$ cat src/rtl/dkct_ram.sv
// ----------------------------------------------------------------------------
// dkct_ram
// Generic simple dual-port RAM, one write and one registered read port.
// ----------------------------------------------------------------------------
module dkct_ram #(
  parameter int WIDTH = 8,
  parameter int DEPTH = 16
) (
  input  logic                     clk,
  input  logic                     wr_en,
  input  logic [$clog2(DEPTH)-1:0] wr_addr,
  input  logic [WIDTH-1:0]         wr_data,
  input  logic [$clog2(DEPTH)-1:0] rd_addr,
  output logic [WIDTH-1:0]         rd_data
);

  logic [WIDTH-1:0] mem [DEPTH];

  always_ff @(posedge clk) begin
    if (wr_en) begin
      mem[wr_addr] <= wr_data;
    end
    rd_data <= mem[rd_addr];
  end

endmodule

$ cat config.mk
export PLATFORM = sky130hd
export DESIGN_NAME = dkct_ram
export DESIGN_NICKNAME = d
export VERILOG_FILES = /design/src/rtl/dkct_ram.sv
export SDC_FILE = /design/constraint.sdc
export NUM_CORES = 1
export LEC_CHECK = 0
export BUFFER_PORTS_ARGS = -buffer_cell sky130_fd_sc_hd__buf_2
export CAP_MARGIN = 25
export CORE_MARGIN = 10
export CORE_UTILIZATION = 35
export CTS_BUF_LIST = sky130_fd_sc_hd__clkbuf_8
export CTS_CLUSTER_SIZE = 28
export DETAILED_ROUTE_END_ITERATION = 16
export GPL_TIMING_DRIVEN = 0
export SYNTH_ARGS = -nofsm -noshare
export SYNTH_HDL_FRONTEND = slang
export SYNTH_SLANG_ARGS = --single-unit
$ cat constraint.sdc
create_clock -name clk -period 2.93 [get_ports clk]
set_input_delay 0.586 -clock clk [delete_from_list [all_inputs] [get_ports clk]]
set_output_delay 0.586 -clock clk [all_outputs]
set_load 0.03 [all_outputs]
Yosys cells after proc, flatten, opt, wreduce, memory -nomap -nowiden

Memory sizes are Yosys's and may differ from the RTL's. A register that Yosys moved wholly into a read port is not among the register bits.
Cells that the tools add are included.

Output and inout port bits: 8
Logic and storage cells: 3
Register bits after elaboration: 0
Input bits: 18
Latch bits: 0
Memory bits (read-only): 0
Memory bits (writable): 128
Memories kept: 1

Equality and inequality tests: 0
Shift operators: 0
Bitwise gates (word level): 0
$lt $le $gt $ge: 0
$add $sub $neg: 0
Muxes and demuxes: 2
Reductions and logical operators: 0
Div/mod/pow operators: 0
Multiply operators: 0

Memory list:

| memory | depth | width | rd ports | clocked after memory_dff | wr ports | RTL line | text |
|---|---|---|---|---|---|---|---|
| mem    | 16    | 8     | 1        | 1                        | 1        | 17       | `logic [WIDTH-1:0] mem [DEPTH];` |

Operators by type and width:

| cell   | number |
|---|---|
| $mux 1 | 2 |

Longest topological paths before layout

Gate-level depths: netlist of the first run.

Word-level depth: 2
Gate-level depth with buffers: 5
Mapped depth without buffers: 3

Least setup slack after synthesis of the first run

Ideal clock, no wire load.

Path kind: input port to flip-flop
From: in wr_addr[2]
To: mem mem[0][0] (enable)
Path slack: 0.851 ns
Data required time: 2.547 ns
Data arrival time: 1.696 ns
Stages on the path: 2
Library setup time: 0.383 ns
Cells stage by stage: or3b_2 nor3_1

RTL lines:

| item            | RTL line | text |
|---|---|---|
| start, declared | 11       | `input logic [$clog2(DEPTH)-1:0] wr_addr,` |
| end, declared   | 17       |  |

No word-level cell before the write port.

Worst setup path in the final report of the first run

From: in wr_addr[2]
To: mem mem[0][4] (enable)

No word-level cell before the write port.

==> results of run 1 <==
## metal layers
layer  up-vias  track usage  wire [microns]
li1       1066            -               -
met1      1249        0.142            4450
met2        83        0.162            4930
met3         7       0.0454             930
met4         0       0.0342              88
met5         -            0               0
## worst paths after layout
check	startpoint	endpoint	slack [ns]	depth (start not counted)
hold / removal	wr_data[6]	mem[6][6]$_DFFE_PP_	0.55	1
hold reg to reg	mem[12][1]$_DFFE_PP_	rd_data[1]$_DFF_P_	0.68	3
setup / recovery	wr_addr[2]	mem[0][4]$_DFFE_PP_	1.09	4
setup reg to reg	mem[2][2]$_DFFE_PP_	rd_data[2]$_DFF_P_	1.38	3
## cells by family after synthesis
family,count (synthesis),share of synthesized area
flops,136,0.778
mux,32,0.150
simple gates,35,0.0318
buf+inv,10,0.0168
compound gates,16,0.0233
## cell type report
class	instances	share of cell area
timing repair buffer	28	0.0247
clock buffer	17	0.0392
buffer	10	0.0145
clock inverter	15	0.0348
multi-input combinational	83	0.177
sequential	136	0.671
tap	184	0.0386
## worst register-to-register path, stage by stage (launching register included)
cell	delay, ns
sky130_fd_sc_hd__edfxtp_1	0.37
sky130_fd_sc_hd__mux4_1	0.54
sky130_fd_sc_hd__a22oi_1	0.36
sky130_fd_sc_hd__nand2_1	0.15
## report_power, final
part,internal (W),switching (W)
Sequential,0.00217,0.00000942
Combinational,0.0000874,0.000148
Clock,0.000998,0.000702
## registers in the layout, summed over array words and instances, names as in the netlist
signal	flops
mem	128
rd_data	8
## metrics by stage
step                      instance area (sq um)  instances  hold slack (ns)  power [W]  setup slack, ns
after global routing                       5970        473            0.528    0.00426             1.02
after floorplan                            5150        229            0.629    0.00236            0.851
final                                      5970        473            0.551    0.00412             1.09
after CTS                                  5970        473            0.525    0.00415             1.07
after global placement                     5500        437            0.655    0.00246            0.251
after detailed placement                   5530        441            0.679    0.00247            0.595
## cells in the mapped netlist
cell type,number,share of area
sky130_fd_sc_hd__buf_4,1,0.0015
sky130_fd_sc_hd__mux4_2,18,0.079
sky130_fd_sc_hd__dfxtp_1,8,0.031
sky130_fd_sc_hd__clkdlybuf4s25_2,3,0.0058
sky130_fd_sc_hd__nor2_1,13,0.0095
sky130_fd_sc_hd__and2_1,1,0.0012
sky130_fd_sc_hd__a22oi_1,16,0.023
sky130_fd_sc_hd__nand2_1,9,0.0066
sky130_fd_sc_hd__buf_6,3,0.0066
sky130_fd_sc_hd__or3b_2,1,0.0017
sky130_fd_sc_hd__mux4_1,14,0.071
sky130_fd_sc_hd__nand3b_1,2,0.0029
sky130_fd_sc_hd__and2b_1,1,0.0015
sky130_fd_sc_hd__edfxtp_1,128,0.75
sky130_fd_sc_hd__nand2b_1,2,0.0024
sky130_fd_sc_hd__nand3_1,1,0.00097
sky130_fd_sc_hd__nor3_1,4,0.0039
sky130_fd_sc_hd__nor2b_1,1,0.0012
sky130_fd_sc_hd__buf_2,3,0.0029
## cells in the final DEF (no fill, tap or decap), types with 8 or more instances in the layout
cell type	Yosys	layout
sky130_fd_sc_hd__buf_2	3	28
sky130_fd_sc_hd__nor2_1	13	13
sky130_fd_sc_hd__mux4_1	14	14
sky130_fd_sc_hd__dfxtp_1	8	8
sky130_fd_sc_hd__edfxtp_1	128	128
sky130_fd_sc_hd__clkbuf_8	0	17
sky130_fd_sc_hd__a22oi_1	16	16
sky130_fd_sc_hd__mux4_2	18	18
sky130_fd_sc_hd__nand2_1	9	9
==> impl_metrics.ini, run 1 <==
[flow_run]
max_cap_violations = 0

[clock_network]
cts.path.max_buffers = 2
cts_repair_resize_count = 0
cts.clk_slew.worst_paths_ns = 0.08
clock_insertion_delay_worst_skew_ns = 0.42
cts_tree = built
cts_made_buffers = 17
tritoncts_num_sinks = 136
post-cts-setup-buffer-count = 0
clockRootBuffer = sky130_fd_sc_hd__clkbuf_8
ctsHoldBuffers = 0
cts_max_level = 4

[route]
drt_antenna_net_count = 0
routed_vias = 2405
wl_per_cell_microns = 22.0
drtIter0Drc = 267
route.detailed.vias_per_inst = 5.08
wirelength_mm = 10.4
detailedRoute.firstPassIterationCount = 4
remaining_drc_errors = 0

[sta]
setup_viol = 0
hold_viol = 0
worst_pin_slew_ns = 0.842
rsz_0062_raised_after_global_routing = false
clock.fmax_mhz = 543
slew_headroom = 0.436
final_min_period_over_clock_period = 0.628
setup-tns-final_ns = 0
final_period_minus_worst_setup_slack_ns = 1.84
number_of_max_slew_violations_in_the_final_report = 0
worst_clock_skew_ns = 0.00699

[grt]
grt_max_degree = 17
globalRouteTotalUtil = 0.109
antenna_violations_before_repair = 0
globalRoute.totalOverflow = 0
grt_first_pass_wirelength_mm = 15.7
grt_pass1_vias = 2494

[critical_path]
critical-path-top-delay-family = simple AND/OR/NAND/NOR gates
critPathCaptureType = register
crit_chain = buf_2, or3b_2, nor3_1, buf_4
path_class = input port to register
critical-path-slowest-cell = sky130_fd_sc_hd__or3b_2
worstSetupStartpointType = input port
worst-endpoint-arrival_ns = 1.98
worst_path_largest_cell_delay_ns = 0.52
cp.buffers_inverters = 2
crit_fanout = 5
cp_data_required_time_ns = 3.07

[placement]
dpl.hpwl_mm = 6.86
routabilityCongestion = 0.798
io_buffer_count = 24

[layout]
antennaDiodeCount = 0
register_area_sq_mm = 0.00400
multi_input_comb_area_sq_mm = 0.00106
growth_of_design_area_from_synthesis_to_finish_pct = 15.9
layout-drive-gt1-share = 0.294
fin_util = 0.412
num-fill-cells = 1272
nets = 294

[logic_synthesis]
synthesis.nets = 247
synthesis.instances = 229
synth_cell_type_count = 19
yosysWarnings = 0
ys_seq_elements = 136
synth_area_per_cell_sq_um = 22.5
sequential_element_share_of_the_synthesized_area = 0.778
syn-cell-area_sq_mm = 0.00515

[power_and_ir_drop]
static_leakage_nw = 1.96
power-per-cell-area_mw_per_mm2 = 690
vdd_ir_drop_max_mv = 0.576

[die]
ios = 26
die-height_microns = 141
starting_density_of_the_core = 0.356
placementRows = 44
chipWidth_microns = 141
floorplan.die_area_sq_mm = 0.0200
fp.coreArea_sq_mm = 0.0145

[worst_hold_path]
hold_path.class = input port to register

[run_status]
status = completed
(Power assumes the default switching activity.)
==> inputs of run 2 (changes only) <==
==> constraint.sdc (replaced) <==
create_clock -name clk -period 1.8 [get_ports clk]
set_input_delay 0.36 -clock clk [delete_from_list [all_inputs] [get_ports clk]]
set_output_delay 0.36 -clock clk [all_outputs]
set_load 0.03 [all_outputs]
==> run 2 against run 1 <==
Sequential cell count did not move. Non-clock buffer count is 1 lower. Clock skew up 0.0010 ns. Register-to-register slack worse by 1.1 ns. Final area down 0.73%. Worst setup slack got worse by 0.88 ns. First-iteration DRC count is 22% higher. Sequential share of layout area grew 0.50 points. Cell count decreased by 0.21%. Critical endpoint is now mem[3][4]$_DFFE_PP_.
==> impl_metrics.ini, run 2 (synthesis results as in run 1) <==
[run_status]
status = completed

[critical_path]
worst-endpoint-arrival_ns = 1.65
regToRegSetupSlack_ns = 0.30
path_class = input port to register
worstSetupStartpointType = input port
critical-path-top-delay-family = simple AND/OR/NAND/NOR gates
crit_chain = buf_2, or3b_2, nor2_1
timing.rr.start = mem[1][2]$_DFFE_PP_
crit_fanout = 8
critical-path-slowest-cell = sky130_fd_sc_hd__nor2_1
regToRegEndpoint = rd_data[2]$_DFF_P_
cp_data_required_time_ns = 1.86
critPathCaptureType = register
r2r_cells = 3
worst_path_largest_cell_delay_ns = 0.64
cp.buffers_inverters = 1

[clock_network]
cts_max_level = 4
clockRootBuffer = sky130_fd_sc_hd__clkbuf_8
cts_tree = built
cts_repair_resize_count = 0
post-cts-setup-buffer-count = 0
ctsHoldBuffers = 0
tritoncts_num_sinks = 136
cts.clk_slew.worst_paths_ns = 0.07
clock_insertion_delay_worst_skew_ns = 0.43
cts_made_buffers = 17
cts.path.max_buffers = 2

[die]
placementRows = 44
ios = 26
fp.coreArea_sq_mm = 0.0145
starting_density_of_the_core = 0.356
chipWidth_microns = 141
die-height_microns = 141
floorplan.die_area_sq_mm = 0.0200

[sta]
hold_viol = 0
clock.fmax_mhz = 629
setup_viol = 0
worst_clock_skew_ns = 0.00804
layout_setup_ws_ns = 0.209
holdWs_ns = 0.317
slew_headroom = 0.407
final_period_minus_worst_setup_slack_ns = 1.59
number_of_max_slew_violations_in_the_final_report = 0
final_min_period_over_clock_period = 0.884
worst_pin_slew_ns = 0.887
rsz_0062_raised_after_global_routing = false

[grt]
globalRoute.totalOverflow = 0
grt_pass1_vias = 2514
globalRouteTotalUtil = 0.111
antenna_violations_before_repair = 0
grt_max_degree = 17
grt_first_pass_wirelength_mm = 15.8

[power_and_ir_drop]
power-per-cell-area_mw_per_mm2 = 1090
static_leakage_nw = 1.97
combPwrFrac = 0.059
vdd_ir_drop_max_mv = 0.801
power.internal_w = 0.00514
power_frac_clock = 0.392
switching_share = 0.206
power_switching_w = 0.00133
power_frac_seq = 0.549

[route]
drtIter0Drc = 326
route.detailed.vias_per_inst = 5.10
wl_per_cell_microns = 22.0
wirelength_mm = 10.4
routed_vias = 2405
remaining_drc_errors = 0
drt_antenna_net_count = 0
detailedRoute.firstPassIterationCount = 4

[worst_hold_path]
hold_path_end = mem[4][6]$_DFFE_PP_
hold_path.class = input port to register
critical_hold_path_startpoint = wr_data[6]
min_path_cells = 1

[layout]
layout-drive-gt1-share = 0.285
fin_util = 0.409
reg_top3 = mem: 128 flops, rd_data: 8 flops
largest-register = mem
nets = 293
largest_register_ff_count = 128
leading_cell_type_in_the_layout_fill_and_taps_excluded = sky130_fd_sc_hd__edfxtp_1
growth_of_design_area_from_synthesis_to_finish_pct = 15.1
antennaDiodeCount = 0
layout_common_cells = 128 x sky130_fd_sc_hd__edfxtp_1, 28 x sky130_fd_sc_hd__buf_2, 18 x sky130_fd_sc_hd__mux4_2, 17 x sky130_fd_sc_hd__clkbuf_8, 16 x sky130_fd_sc_hd__a22oi_1

[placement]
io_buffer_count = 24
routabilityCongestion = 0.794
dpl.hpwl_mm = 6.84
dpl_worst_slack_ns = -0.288

[flow_run]
max_cap_violations = 0
run 2: final cells by class:
class	instances	area, sq um
clock inverter	15	166
tap	184	230
clock buffer	17	234
fill	1308	8560
sequential	136	4000
multi-input combinational	83	1060
timing repair buffer	27	140
buffer	10	86.3
run 2: power by group through the flow:
stage,clock (W),sequential (W),combinational [W]
after floorplan,0,0.00366,0.000180
after global placement,0,0.00362,0.000382
after detailed placement,0,0.00362,0.000390
after CTS,0.00260,0.00355,0.000391
after global routing,0.00274,0.00356,0.000413
final,0.00254,0.00355,0.000383
run 2: worst max-delay path by stage:
| stage | from | end | cells after the start | slack (ns) |
|---|---|---|---|---|
| after global placement | wr_addr[2] | mem[8][0]$_DFFE_PP_ | 3 | -0.35 |
| after global routing | wr_addr[2] | mem[2][2]$_DFFE_PP_ | 3 | 0.13 |
| after detailed placement | wr_addr[2] | mem[3][0]$_DFFE_PP_ | 3 | -0.29 |
| after CTS | wr_addr[2] | mem[3][2]$_DFFE_PP_ | 3 | 0.19 |
| after floorplan | wr_addr[2] | mem[3][0]$_DFFE_PP_ | 2 | 0.17 |
| final | wr_addr[2] | mem[3][4]$_DFFE_PP_ | 3 | 0.21 |
run 2: per-layer routing:
layer | up-vias | wire [microns] | global-route usage
met4 | 0 | 110 | 0.0473
met1 | 1248 | 4590 | 0.144
met3 | 9 | 801 | 0.0414
li1 | 1064 | - | -
met5 | - | 0 | 0
met2 | 84 | 4880 | 0.161
run 2: through the flow:
stage	setup TNS, ns	instances	cell area, sq um	power (W)
after global routing	0	472	5920	0.00672
final	0	472	5920	0.00648
after detailed placement	-8.15	440	5520	0.00401
after floorplan	0	229	5150	0.00384
after global placement	-16.21	437	5500	0.00400
after CTS	0	472	5920	0.00655
==> inputs of run 3 (changes only) <==
--- a/config.mk
+++ b/config.mk
@@ -5,14 +5,15 @@
 export SDC_FILE = /design/constraint.sdc
 export NUM_CORES = 1
 export LEC_CHECK = 0
-export BUFFER_PORTS_ARGS = -buffer_cell sky130_fd_sc_hd__buf_2
 export CAP_MARGIN = 25
 export CORE_MARGIN = 10
 export CORE_UTILIZATION = 35
 export CTS_BUF_LIST = sky130_fd_sc_hd__clkbuf_8
 export CTS_CLUSTER_SIZE = 28
 export DETAILED_ROUTE_END_ITERATION = 16
+export DONT_BUFFER_PORTS = 1
 export GPL_TIMING_DRIVEN = 0
+export SKIP_CTS_REPAIR_TIMING = 1
 export SYNTH_ARGS = -nofsm -noshare
 export SYNTH_HDL_FRONTEND = slang
 export SYNTH_SLANG_ARGS = --single-unit
==> run 3 against run 2 <==
Sequential cell count did not move. Wire length grew 2.0%. Critical path type is now register to register. Via count fell by 1.2%. Maximum frequency down 0.91%. Critical endpoint is now rd_data[2]$_DFF_P_. Largest cell class unchanged. Largest power group unchanged.
==> impl_metrics.ini, run 3 (synthesis results as in run 1) <==
[run_status]
status = completed

[route]
drt_antenna_net_count = 0
routed_vias = 2376
detailedRoute.firstPassIterationCount = 4
wl_per_cell_microns = 23.1
route.detailed.vias_per_inst = 5.18
remaining_drc_errors = 0
wirelength_mm = 10.6
drtIter0Drc = 284

[power_and_ir_drop]
power_frac_clock = 0.373
power_frac_seq = 0.576
power-per-cell-area_mw_per_mm2 = 1060
vdd_ir_drop_max_mv = 0.513
power_switching_w = 0.00138
power.internal_w = 0.00487
combPwrFrac = 0.050
static_leakage_nw = 1.88
total_power_w = 0.00625
switching_share = 0.220

[flow_run]
max_cap_violations = 0

[sta]
number_of_max_slew_violations_in_the_final_report = 0
final_period_minus_worst_setup_slack_ns = 1.61
clock.fmax_mhz = 623
slew_headroom = 0.420
setup_viol = 0
worst_pin_slew_ns = 0.867
rsz_0062_raised_after_global_routing = false
final_min_period_over_clock_period = 0.892
holdWs_ns = 0.154
hold_viol = 0
worst_clock_skew_ns = 0.00788

[layout]
reg_top3 = mem: 128 flops, rd_data: 8 flops
layout-drive-gt1-share = 0.222
num-fill-cells = 1267
layout_common_cells = 128 x sky130_fd_sc_hd__edfxtp_1, 18 x sky130_fd_sc_hd__mux4_2, 17 x sky130_fd_sc_hd__clkbuf_8, 16 x sky130_fd_sc_hd__a22oi_1, 14 x sky130_fd_sc_hd__mux4_1
largest-register = mem
leading_cell_type_in_the_layout_fill_and_taps_excluded = sky130_fd_sc_hd__edfxtp_1
non_filler_instance_count_after_layout = 459
growth_of_design_area_from_synthesis_to_finish_pct = 14.3
largest_register_ff_count = 128
antennaDiodeCount = 0
nets = 280

[die]
die-height_microns = 141
chipWidth_microns = 141
placementRows = 44
fp.coreArea_sq_mm = 0.0145
ios = 26
floorplan.die_area_sq_mm = 0.0200
starting_density_of_the_core = 0.356

[clock_network]
cts.path.max_buffers = 2
cts_max_level = 4
cts_made_buffers = 17
clockRootBuffer = sky130_fd_sc_hd__clkbuf_8
tritoncts_num_sinks = 136
clock_insertion_delay_worst_skew_ns = 0.43
cts.clk_slew.worst_paths_ns = 0.08
cts_tree = built

[critical_path]
path_class = register to register
cp_data_required_time_ns = 2.10
worstSetupStartpointType = register
critical-path-slowest-cell = sky130_fd_sc_hd__mux4_1
critical_path.startpoint = mem[1][2]$_DFFE_PP_
critical-path-top-delay-family = multiplexers
worst_path_largest_cell_delay_ns = 0.54
cp.buffers_inverters = 0
critPathCaptureType = register
crit_fanout = 1
timing.rr.start = mem[1][2]$_DFFE_PP_
regToRegSetupSlack_ns = 0.19
worst-endpoint-arrival_ns = 1.90
crit_chain = mux4_1, a22oi_1, nand2_1

[grt]
grt_first_pass_wirelength_mm = 15.4
grt_max_degree = 17
globalRoute.totalOverflow = 0
globalRouteTotalUtil = 0.108
grt_pass1_vias = 2459
antenna_violations_before_repair = 0

[placement]
routabilityCongestion = 0.851
dpl.hpwl_mm = 6.65
io_buffer_count = 0
placedCellCount = 416

[worst_hold_path]
critical_hold_path_startpoint = wr_addr[0]
hold_path.class = input port to register
-- run 3: cell types whose count changed in the layout (fill, tap and decap cells not counted), sizes merged --
cell,before,now
dlygate4sd3,0,11
bufinv,4,2
buf,34,10
clkinv,9,8
clkinvlp,0,5
inv,2,0
-- run 3: layer usage --
metal | global-route usage | share of wire | vias up | wire (microns)
met5 | 0 | 0 | - | 0
met4 | 0.0342 | 0.012 | 0 | 127
met3 | 0.0574 | 0.11 | 8 | 1120
met2 | 0.161 | 0.47 | 93 | 5000
met1 | 0.133 | 0.41 | 1234 | 4340
li1 | - | - | 1041 | -
-- run 3: stage by stage --
| step | TNS [ns] | instance area (sq um) | util | worst slack (ns) |
|---|---|---|---|---|
| 3_5_place_dp | -4.40 | 5400 | 0.373 | -0.173 |
| 2_1_floorplan | 0 | 5150 | - | 0.174 |
| 6_report | 0 | 5880 | 0.406 | 0.194 |
| 3_3_place_gp | -10.10 | 5380 | 0.372 | -0.261 |
| 5_1_grt | 0 | 5880 | 0.406 | 0.195 |
| 4_1_cts | 0 | 5770 | 0.399 | 0.276 |
-- run 3: path summary, 6_finish.rpt --
kind	cells after the start	endpoint
min reg2reg	3	rd_data[3]$_DFF_P_
max reg2reg	3	rd_data[2]$_DFF_P_
max	3	rd_data[2]$_DFF_P_
min	1	mem[8][4]$_DFFE_PP_
-- run 3: area by class of cell --
class	instances	area (sq um)	area share
Tap cell	184	230	0.0391
Clock inverter	15	136	0.0232
Buffer	10	86.3	0.0147
Timing Repair Buffer	14	130	0.0221
Sequential cell	136	4000	0.681
Multi-Input combinational cell	83	1060	0.181
Clock buffer	17	234	0.0398
-- run 3: power groups by stage --
stage	Combinational, W	Sequential [W]	Clock [W]
final	0.000315	0.00360	0.00233
after global routing	0.000338	0.00361	0.00254
after CTS	0.000251	0.00360	0.00240
after detailed placement	0.000251	0.00367	0
after global placement	0.000248	0.00367	0
after floorplan	0.000180	0.00366	0
